==> src/rtl/sccd_pkg.sv <==
package sccd_pkg;

  localparam int unsigned ByteW = 8;
  localparam int unsigned RomAw = 7;

  typedef logic [ByteW-1:0] byte_t;
  typedef logic [RomAw-1:0] rom_addr_t;

  typedef struct packed {
    logic  hit;
    byte_t code;
  } sym_t;

  localparam byte_t REL_MASK     = 8'h80;
  localparam byte_t REL_LSHIFT   = 8'hAA;
  localparam byte_t REL_RSHIFT   = 8'hB6;
  localparam byte_t REL_CTRL     = 8'h9D;
  localparam byte_t KEY_CAPS     = 8'h3A;
  localparam byte_t KEY_CTRL     = 8'h1D;
  localparam byte_t KEY_LSHIFT   = 8'h2A;
  localparam byte_t KEY_RSHIFT   = 8'h36;
  localparam byte_t KEY_UP       = 8'h48;
  localparam byte_t KEY_LEFT     = 8'h4B;
  localparam byte_t KEY_RIGHT    = 8'h4D;
  localparam byte_t KEY_DOWN     = 8'h50;
  localparam byte_t KEY_ESC      = 8'h01;
  localparam byte_t KEY_ALT      = 8'h38;
  localparam byte_t CHR_UP       = 8'h0C;
  localparam byte_t CHR_LOWER_A  = 8'd97;
  localparam byte_t CHR_LOWER_Z  = 8'd122;
  localparam byte_t CASE_OFFSET  = 8'd32;

  function automatic byte_t layout_rom(input rom_addr_t a);
    byte_t v;
    v = 8'h00;
    case (a)
      7'd1:  v = 8'h1B;
      7'd2:  v = 8'h31;
      7'd3:  v = 8'h32;
      7'd4:  v = 8'h33;
      7'd5:  v = 8'h34;
      7'd6:  v = 8'h35;
      7'd7:  v = 8'h36;
      7'd8:  v = 8'h37;
      7'd9:  v = 8'h38;
      7'd10: v = 8'h39;
      7'd11: v = 8'h30;
      7'd12: v = 8'h27;
      7'd13: v = 8'h60;
      7'd14: v = 8'h11;
      7'd15: v = 8'h09;
      7'd16: v = 8'h71;
      7'd17: v = 8'h77;
      7'd18: v = 8'h65;
      7'd19: v = 8'h72;
      7'd20: v = 8'h74;
      7'd21: v = 8'h79;
      7'd22: v = 8'h75;
      7'd23: v = 8'h69;
      7'd24: v = 8'h6F;
      7'd25: v = 8'h70;
      7'd26: v = 8'h5B;
      7'd27: v = 8'h5D;
      7'd28: v = 8'h10;
      7'd30: v = 8'h61;
      7'd31: v = 8'h73;
      7'd32: v = 8'h64;
      7'd33: v = 8'h66;
      7'd34: v = 8'h67;
      7'd35: v = 8'h68;
      7'd36: v = 8'h6A;
      7'd37: v = 8'h6B;
      7'd38: v = 8'h6C;
      7'd39: v = 8'h40;
      7'd40: v = 8'h23;
      7'd41: v = 8'h5C;
      7'd43: v = 8'hA7;
      7'd44: v = 8'h7A;
      7'd45: v = 8'h78;
      7'd46: v = 8'h63;
      7'd47: v = 8'h76;
      7'd48: v = 8'h62;
      7'd49: v = 8'h6E;
      7'd50: v = 8'h6D;
      7'd51: v = 8'h2C;
      7'd52: v = 8'h2E;
      7'd53: v = 8'h2D;
      7'd55: v = 8'h2A;
      7'd57: v = 8'h20;
      7'd59: v = 8'h01;
      7'd60: v = 8'h02;
      7'd61: v = 8'h03;
      7'd62: v = 8'h04;
      7'd63: v = 8'h05;
      7'd64: v = 8'h06;
      7'd65: v = 8'h07;
      7'd66: v = 8'h38;
      7'd67: v = 8'h39;
      7'd68: v = 8'h08;
      7'd72: v = 8'h0C;
      7'd74: v = 8'h2D;
      7'd78: v = 8'h2B;
      7'd87: v = 8'h09;
      7'd88: v = 8'h0A;
      default: v = 8'h00;
    endcase
    return v;
  endfunction

  function automatic sym_t shifted_symbol(input byte_t v);
    sym_t s;
    s.hit  = 1'b1;
    s.code = 8'h00;
    case (v)
      8'h30: s.code = 8'h3D;
      8'h31: s.code = 8'h21;
      8'h32: s.code = 8'h22;
      8'h33: s.code = 8'hA3;
      8'h34: s.code = 8'h24;
      8'h35: s.code = 8'h25;
      8'h36: s.code = 8'h26;
      8'h37: s.code = 8'h2F;
      8'h38: s.code = 8'h28;
      8'h39: s.code = 8'h29;
      8'h27: s.code = 8'h3F;
      8'h60: s.code = 8'h5E;
      8'h2C: s.code = 8'h3B;
      8'h2E: s.code = 8'h3A;
      8'h2D: s.code = 8'h5F;
      8'h5C: s.code = 8'h7C;
      default: s.hit = 1'b0;
    endcase
    return s;
  endfunction

endpackage

==> src/rtl/scancode_to_char_decoder_unit.sv <==
// Scancode set 1 keyboard decoder.
// Input channel: in_valid, in_stall, in_scan_byte carry one raw scancode byte
// per transaction. Bit 7 set marks a key release.
// Output channel: out_valid, out_stall, out_char_code carry one character
// byte per transaction. Modifier keys, releases and silent keys produce no
// output transaction; every other press produces at most one, and held shift
// or ctrl can suppress it.
// A byte is captured in an input register, decoded against the layout ROM
// and the shift, ctrl and caps lock flags combinationally, and written to the
// output register, so a character passes the input and output registers
// before out_valid; one byte per cycle is accepted while in_stall is low.
// If the receiver stalls a pending character while the input register holds
// a byte, the byte waits and in_stall rises until the output register frees.
// Synchronous reset (rst_n low) empties both registers and clears the
// shift, ctrl and caps lock flags.
module scancode_to_char_decoder_unit
  import sccd_pkg::*;
(
  input  logic       clk,
  input  logic       rst_n,
  input  logic       in_valid,
  output logic       in_stall,
  input  logic [7:0] in_scan_byte,
  output logic       out_valid,
  input  logic       out_stall,
  output logic [7:0] out_char_code
);

  logic  s1_valid_r, s1_valid_nxt;
  byte_t s1_byte_r;
  logic  shift_r, shift_nxt;
  logic  ctrl_r, ctrl_nxt;
  logic  caps_r, caps_nxt;
  logic  out_valid_r, out_valid_nxt;
  byte_t out_char_code_r, out_char_code_nxt;

  logic  out_free;
  logic  s1_go;
  logic  in_acc;
  logic  emit;
  byte_t emit_code;
  byte_t rom_v;
  sym_t  sym;

  assign out_free = !out_valid_r || !out_stall;
  assign s1_go    = s1_valid_r && out_free;
  assign in_stall = s1_valid_r && !out_free;
  assign in_acc   = in_valid && !in_stall;

  assign rom_v = layout_rom(s1_byte_r[RomAw-1:0]);
  assign sym   = shifted_symbol(rom_v);

  always_comb begin
    emit      = 1'b0;
    emit_code = rom_v;
    shift_nxt = shift_r;
    ctrl_nxt  = ctrl_r;
    caps_nxt  = caps_r;
    if ((s1_byte_r & REL_MASK) != 8'h00) begin
      if (s1_byte_r == REL_LSHIFT || s1_byte_r == REL_RSHIFT) begin
        shift_nxt = 1'b0;
      end else if (s1_byte_r == REL_CTRL) begin
        ctrl_nxt = 1'b0;
      end
    end else begin
      unique case (s1_byte_r) inside
        KEY_LEFT, KEY_RIGHT, KEY_DOWN, KEY_ESC, KEY_ALT: begin
          emit = 1'b0;
        end
        KEY_UP: begin
          emit      = 1'b1;
          emit_code = CHR_UP;
        end
        KEY_CTRL: begin
          ctrl_nxt = 1'b1;
        end
        KEY_LSHIFT, KEY_RSHIFT: begin
          shift_nxt = 1'b1;
        end
        KEY_CAPS: begin
          caps_nxt = !caps_r;
        end
        default: begin
          if ((shift_r || caps_r) && rom_v >= CHR_LOWER_A && rom_v <= CHR_LOWER_Z) begin
            emit      = 1'b1;
            emit_code = rom_v - CASE_OFFSET;
          end else if (shift_r) begin
            emit      = sym.hit;
            emit_code = sym.code;
          end else if (!ctrl_r) begin
            emit = 1'b1;
          end
        end
      endcase
    end
  end

  always_comb begin
    s1_valid_nxt      = s1_valid_r;
    out_valid_nxt     = out_valid_r;
    out_char_code_nxt = out_char_code_r;
    if (out_valid_r && !out_stall) begin
      out_valid_nxt = 1'b0;
    end
    if (s1_go) begin
      s1_valid_nxt = 1'b0;
      if (emit) begin
        out_valid_nxt     = 1'b1;
        out_char_code_nxt = emit_code;
      end
    end
    if (in_acc) begin
      s1_valid_nxt = 1'b1;
    end
  end

  always_ff @(posedge clk) begin
    if (!rst_n) begin
      s1_valid_r  <= 1'b0;
      out_valid_r <= 1'b0;
      shift_r     <= 1'b0;
      ctrl_r      <= 1'b0;
      caps_r      <= 1'b0;
    end else begin
      s1_valid_r  <= s1_valid_nxt;
      out_valid_r <= out_valid_nxt;
      if (s1_go) begin
        shift_r <= shift_nxt;
        ctrl_r  <= ctrl_nxt;
        caps_r  <= caps_nxt;
      end
    end
  end

  always_ff @(posedge clk) begin
    if (in_acc) begin
      s1_byte_r <= in_scan_byte;
    end
    out_char_code_r <= out_char_code_nxt;
  end

  assign out_valid     = out_valid_r;
  assign out_char_code = out_char_code_r;

  a_up_emits: assert property (@(posedge clk) disable iff (!rst_n)
    s1_go && s1_byte_r == KEY_UP |=> out_valid_r && out_char_code_r == CHR_UP)
    else $error("Up arrow press did not produce its control character.");

  a_release_silent: assert property (@(posedge clk) disable iff (!rst_n)
    s1_go && s1_byte_r[7] |=> !out_valid_r)
    else $error("A key release produced an output transaction.");

  a_caps_toggle: assert property (@(posedge clk) disable iff (!rst_n)
    s1_go && s1_byte_r == KEY_CAPS |=> caps_r != $past(caps_r))
    else $error("Caps lock press did not toggle the caps lock flag.");

  a_stall_only_when_full: assert property (@(posedge clk) disable iff (!rst_n)
    in_stall |-> s1_valid_r && out_valid_r && out_stall)
    else $error("Input stalled while the pipeline could advance.");

endmodule

==> config.mk <==
export PLATFORM = sky130hd
export DESIGN_NAME = scancode_to_char_decoder_unit
export DESIGN_NICKNAME = d
export VERILOG_FILES = /design/src/rtl/sccd_pkg.sv /design/src/rtl/scancode_to_char_decoder_unit.sv
export SDC_FILE = /design/constraint.sdc
export NUM_CORES = 1
export LEC_CHECK = 0
export BUFFER_PORTS_ARGS = -buffer_cell sky130_fd_sc_hd__buf_4
export CORE_MARGIN = 1.5
export CORE_UTILIZATION = 30
export DETAILED_ROUTE_END_ITERATION = 10
export MAX_ROUTING_LAYER = met4
export SYNTH_ARGS = -nofsm -noshare
export SYNTH_HDL_FRONTEND = slang
export SYNTH_SLANG_ARGS = --single-unit
==> constraint.sdc <==
create_clock -name clk -period 6.9 [get_ports clk]
set_input_delay 1.38 -clock clk [delete_from_list [all_inputs] [get_ports clk]]
set_output_delay 1.38 -clock clk [all_outputs]
set_load 0.005 [all_outputs]
* Word-level counts from Yosys, hierarchy flattened
Memories as Yosys holds them, arrays and structs flattened. A register that Yosys moved wholly into a read port is not among the register bits.
Index checks and enable logic that the tools add are counted.
** Storage, ports and cells
- Output and inout port bits :: 10
- Word-level logic and storage cells :: 92
- Memories :: 1
- Bits in read-only memories :: 1024
- Input bits :: 12
- Flip-flop bits (word level) :: 21
** Operators by class
- Reduce and logical (&&, ||, !) cells :: 24
- Order comparisons :: 2
- Equal/unequal tests :: 32
- $add $sub $neg :: 1
- Bitwise logic cells :: 1
- Multiplexer cells :: 24
** Memory list
- (name not given) :: depth 128, width 8, read ports 1, clocked after Yosys merged registers in 1, write ports 0, line sccd_pkg.sv:36 : case (a)
** Operator list (count)
- 8-bit by 6-bit == test with 1-bit output (second input constant) :: 18
- 8-bit case mux with 16 select lines :: 1
- 8-bit by 7-bit == test with 1-bit output (second input constant) :: 6
- 8-bit == test (second input constant) :: 3
- 8-bit 2-to-1 mux :: 3
- 1-bit 2-to-1 mux :: 17
- 8-bit case mux with 2 select lines :: 1
- 16-bit OR reduction :: 1
- 9-bit OR reduction :: 1
- 8-bit by 1-bit == test with 1-bit output (second input constant) :: 1
- 8-bit by 5-bit == test with 1-bit output (second input constant) :: 1
- 8-bit by 7-bit >= comparator with 1-bit output (second input constant) :: 1
- 8-bit by 7-bit <= comparator with 1-bit output (second input constant) :: 1
- 8-bit by 6-bit subtractor with 8-bit output (second input constant) :: 1
- 7-bit 2-to-1 mux :: 1
- 1-bit logical AND :: 6
- 3-bit AND reduction :: 2
- 2-bit nonzero test :: 3
- 1-bit logical NOT :: 5
- 2-bit by 1-bit != test with 1-bit output (second input constant) :: 2
- 4-bit AND reduction :: 1
- 1-bit logical OR :: 3
- 2-bit != test (second input constant) :: 1
- 1-bit case mux with 2 select lines :: 1
- 3 further kinds :: 3

* Depth between registers and ports, before layout
- Word-level depth :: 9
- Mapped depth :: 13

* Worst setup path before layout
Ideal clock, no wire load.
- Path kind :: input to register
- Start :: in in_valid
- End :: reg rom_v[3] (netlist name)
- Slack :: 2702 ps
- Path buffers :: 3
- Setup time :: 117 ps
- Stages on the path :: 12
- Arrival :: 4081 ps
- Cell sequence :: buf_2 > nand2_4 > inv_4 > buf_4 > mux2i_1 > inv_1 > ha_1 > clkbuf_1 > mux2_1 > a221oi_1 > o31ai_1 > o22a_1
** Between the ends
- Longest elaborated chain between the ends :: 2
** RTL lines
- start: declaration :: line scancode_to_char_decoder_unit.sv:21 : input logic in_valid,
- 1-bit logical AND :: line scancode_to_char_decoder_unit.sv:48 : assign in_acc = in_valid && !in_stall;
- via in_acc :: line scancode_to_char_decoder_unit.sv:39 : logic in_acc;
- 7-bit 2-to-1 mux (no source line)
The timed path passes the listed nets, and every way through them passes these cells.
A chain may end at the register's enable or synchronous reset.

* Worst setup path after layout
- Start :: in out_stall
- End :: reg rom_v[3] (netlist name)
** Between the ends
- Longest elaborated chain between the ends :: 7
** RTL lines
- start: declaration :: line scancode_to_char_decoder_unit.sv:25 : input logic out_stall,
- 1-bit logical NOT :: line scancode_to_char_decoder_unit.sv:45 : assign out_free = !out_valid_r || !out_stall;
- 1-bit logical OR :: line scancode_to_char_decoder_unit.sv:45
- 1-bit logical NOT :: line scancode_to_char_decoder_unit.sv:47 : assign in_stall = s1_valid_r && !out_free;
- 1-bit logical AND :: line scancode_to_char_decoder_unit.sv:47
- 1-bit logical NOT :: line scancode_to_char_decoder_unit.sv:48
- 1-bit logical AND :: line scancode_to_char_decoder_unit.sv:48
- 7-bit 2-to-1 mux (no source line)
Every way passes these cells.

==> impl_metrics.json <==
{
  "status": "finished, final reports clean",
  "drt-met1-wl_mm": 3.65,
  "max_freq_mhz": 230,
  "tritoncts": "done",
  "worstRegToRegCells": 10,
  "grt_usage_pct": 16.6,
  "fillers": 981,
  "routed_wl_mm": 8.05,
  "first_iter_violations": 237,
  "cts_buffers": 5,
  "clk_latency_ns": 0.29,
  "post-cts-setup-buffers": 0,
  "fin_util_pct": 33.9,
  "drv_cap": 0,
  "drt_pass1_iterations": 5,
  "routed.top_layer": "met4",
  "drc": 0,
  "synthCells": 356,
  "crit_fanout": 24,
  "p_leak_nw": 1.16,
  "register_area_um2": 741,
  "cts_sinks": 29,
  "path_class": "primary input to flop",
  "r2r_start": "s1_valid_r$_SDFFE_PN0P_",
  "vias_per_cell": 6.00,
  "crit_start": "out_stall",
  "wl_met2_mm": 3.56,
  "portBuffers": 21,
  "ys_seq_area_share_pct": 26.2,
  "antenna_found_initial": 0,
  "drive_above_1_share_pct": 14.8,
  "hold_viol": 0,
  "die_w_um": 100,
  "worst_pin_slew_ns": 1.10,
  "finalMaxSlewViolations": 0,
  "grt_overflow": 0,
  "dp_hpwl_mm": 5.84,
  "layout_commonest_cell": "nor2_1",
  "fp.coreArea_um2": 9200,
  "start_util_pct": 30.7,
  "skew_ns": 0.0138,
  "p_per_area_nw_per_um2": 177,
  "ir_worst_vdd_uv": 70.8,
  "dieArea_um2": 10000,
  "crit_arrival_ns": 4.51,
  "min_period_over_period_pct": 62.9,
  "grt_pass1_wl_mm": 13.2,
  "syn_area_um2": 2820,
  "tns_ns": 0,
  "avgSynthCellArea_um2": 7.93,
  "multi_input_area_um2": 1880,
  "cts-resized-gates": 0,
  "syn-num-nets": 381,
  "num_vias": 2856,
  "ant_nets": 0,
  "fin_cells": 476,
  "ys_warn_count": 0,
  "hp-class": "flop to flop",
  "startpoint_type": "primary input",
  "avgRoutedWirePerCell_um": 16.9,
  "p_total_mw": 0.550,
  "final_cell_mix": "nor2_1 (36), a21oi_1 (35), nand2_1 (33)",
  "place.gp.congestion": 0.932,
  "grt_max_degree": 25,
  "die_y_um": 100,
  "netlist-cell-type-count": 79,
  "wl_met3_um": 637,
  "synth_edf_count": 16,
  "endpoint_kind": "flop",
  "ios": 22,
  "ys.flop_type": "edfxtp_1",
  "grt_setup_unrepaired": "no",
  "slew_headroom_pct": 26.1,
  "grt_pass1_vias": 2626,
  "dp_cells": 468,
  "area.growth.synth_to_final_pct": 10.3,
  "final.min_clock_period_ns": 4.34,
  "whs_ns": 0.502,
  "cts_hold_buf": 0,
  "rrSetupSlack_ns": 3.43,
  "clk_pin_slew_worst_paths_ns": 0.06,
  "yosys_register_bits": 29,
  "cts_max_level": 2,
  "timing.rr.end": "rom_v[3]$_DFF_P_",
  "cts_buffer_depth": 2,
  "row_count": 35,
  "cp.required_ns": 7.07,
  "setup_viol": 0,
  "cp-endpoint": "rom_v[3]$_DFF_P_",
  "nNetsFinal": 389,
  "antenna_cells": 0,
  "ys_async_sr_fraction_pct": 0,
  "root_buffer": "clkbuf_8"
}
worst min-delay path by stage:
stage                              from                  end  cells past startpoint
global route        caps_r$_SDFFE_PN0P_  caps_r$_SDFFE_PN0P_                      2
detailed placement  ctrl_r$_SDFFE_PN0P_  ctrl_r$_SDFFE_PN0P_                      2
CTS                 ctrl_r$_SDFFE_PN0P_  ctrl_r$_SDFFE_PN0P_                      2
finish              ctrl_r$_SDFFE_PN0P_  ctrl_r$_SDFFE_PN0P_                      2
global placement    ctrl_r$_SDFFE_PN0P_  ctrl_r$_SDFFE_PN0P_                      2
floorplan           ctrl_r$_SDFFE_PN0P_  ctrl_r$_SDFFE_PN0P_                      2
per-stage QoR:
stage	cell area, µm²	setup WS, ns
floorplan	2820	2.70
global placement	3020	2.45
detailed placement	3020	2.34
CTS	3110	2.62
global route	3110	2.35
finish	3110	2.56
cell usage after synthesis (5+ instances only):
cell | count | share of area (%)
mux2i_1 | 6 | 2.1
dfxtp_1 | 13 | 9.2
nor3_1 | 11 | 1.9
o21ai_0 | 11 | 1.9
o211ai_1 | 6 | 1.6
o31ai_1 | 6 | 1.6
a31oi_1 | 9 | 2.0
nand2_1 | 33 | 4.4
buf_2 | 11 | 1.9
a211oi_1 | 5 | 1.3
nor2_1 | 36 | 4.8
inv_2 | 5 | 0.66
nand4_1 | 5 | 1.1
nand3_1 | 9 | 1.6
inv_1 | 17 | 2.3
ha_1 | 13 | 5.8
a21oi_1 | 35 | 6.2
clkbuf_1 | 8 | 1.1
edfxtp_1 | 16 | 17
flip-flops by register name, summed over array words and instances (netlist names):
register	count
s1_valid_r	1
rom_v	8
s1_byte_r	8
ctrl_r	1
out_valid	1
out_char_code	8
shift_r	1
caps_r	1
report_power, final:
part / total [mW] / switching [mW] / internal, mW
combinational: 0.180 / 0.109 / 0.0704
sequential: 0.225 / 0.0275 / 0.197
clock: 0.146 / 0.0646 / 0.0812
per-layer routing:
metal | up-vias | GRT usage [%]
met5 | - | -
met4 | 0 | 5.96
met3 | 25 | 3.34
met2 | 142 | 24.2
met1 | 1318 | 22.7
li1 | 1371 | -
worst max-delay path: stages:
cell and delay, ns:
buf_4 0.12, nand3_2 0.17, nand2_4 0.12, inv_4 0.27
mux2i_1 0.72, inv_1 0.29, ha_1 0.51, mux2_1 0.35
a221oi_1 0.26, o31ai_1 0.12, o22a_1 0.20
cells by family after synthesis:
kind of cell | share of synthesized area [%]
buf+inv | 7.35
mux | 3.94
simple gates | 23.0
compound gates | 32.8
xor+xnor | 0.931
flops | 26.2
fa+ha+maj | 5.76
area by class of cell:
type                       instances  area share [%]
inverter                          23            2.85
tap                              111            4.46
multi-input combinational        281            60.2
sequential                        29            23.8
timing repair buffer              24            5.79
clock buffer                       8            2.89
No activity file was read; power rests on OpenSTA's default activity.
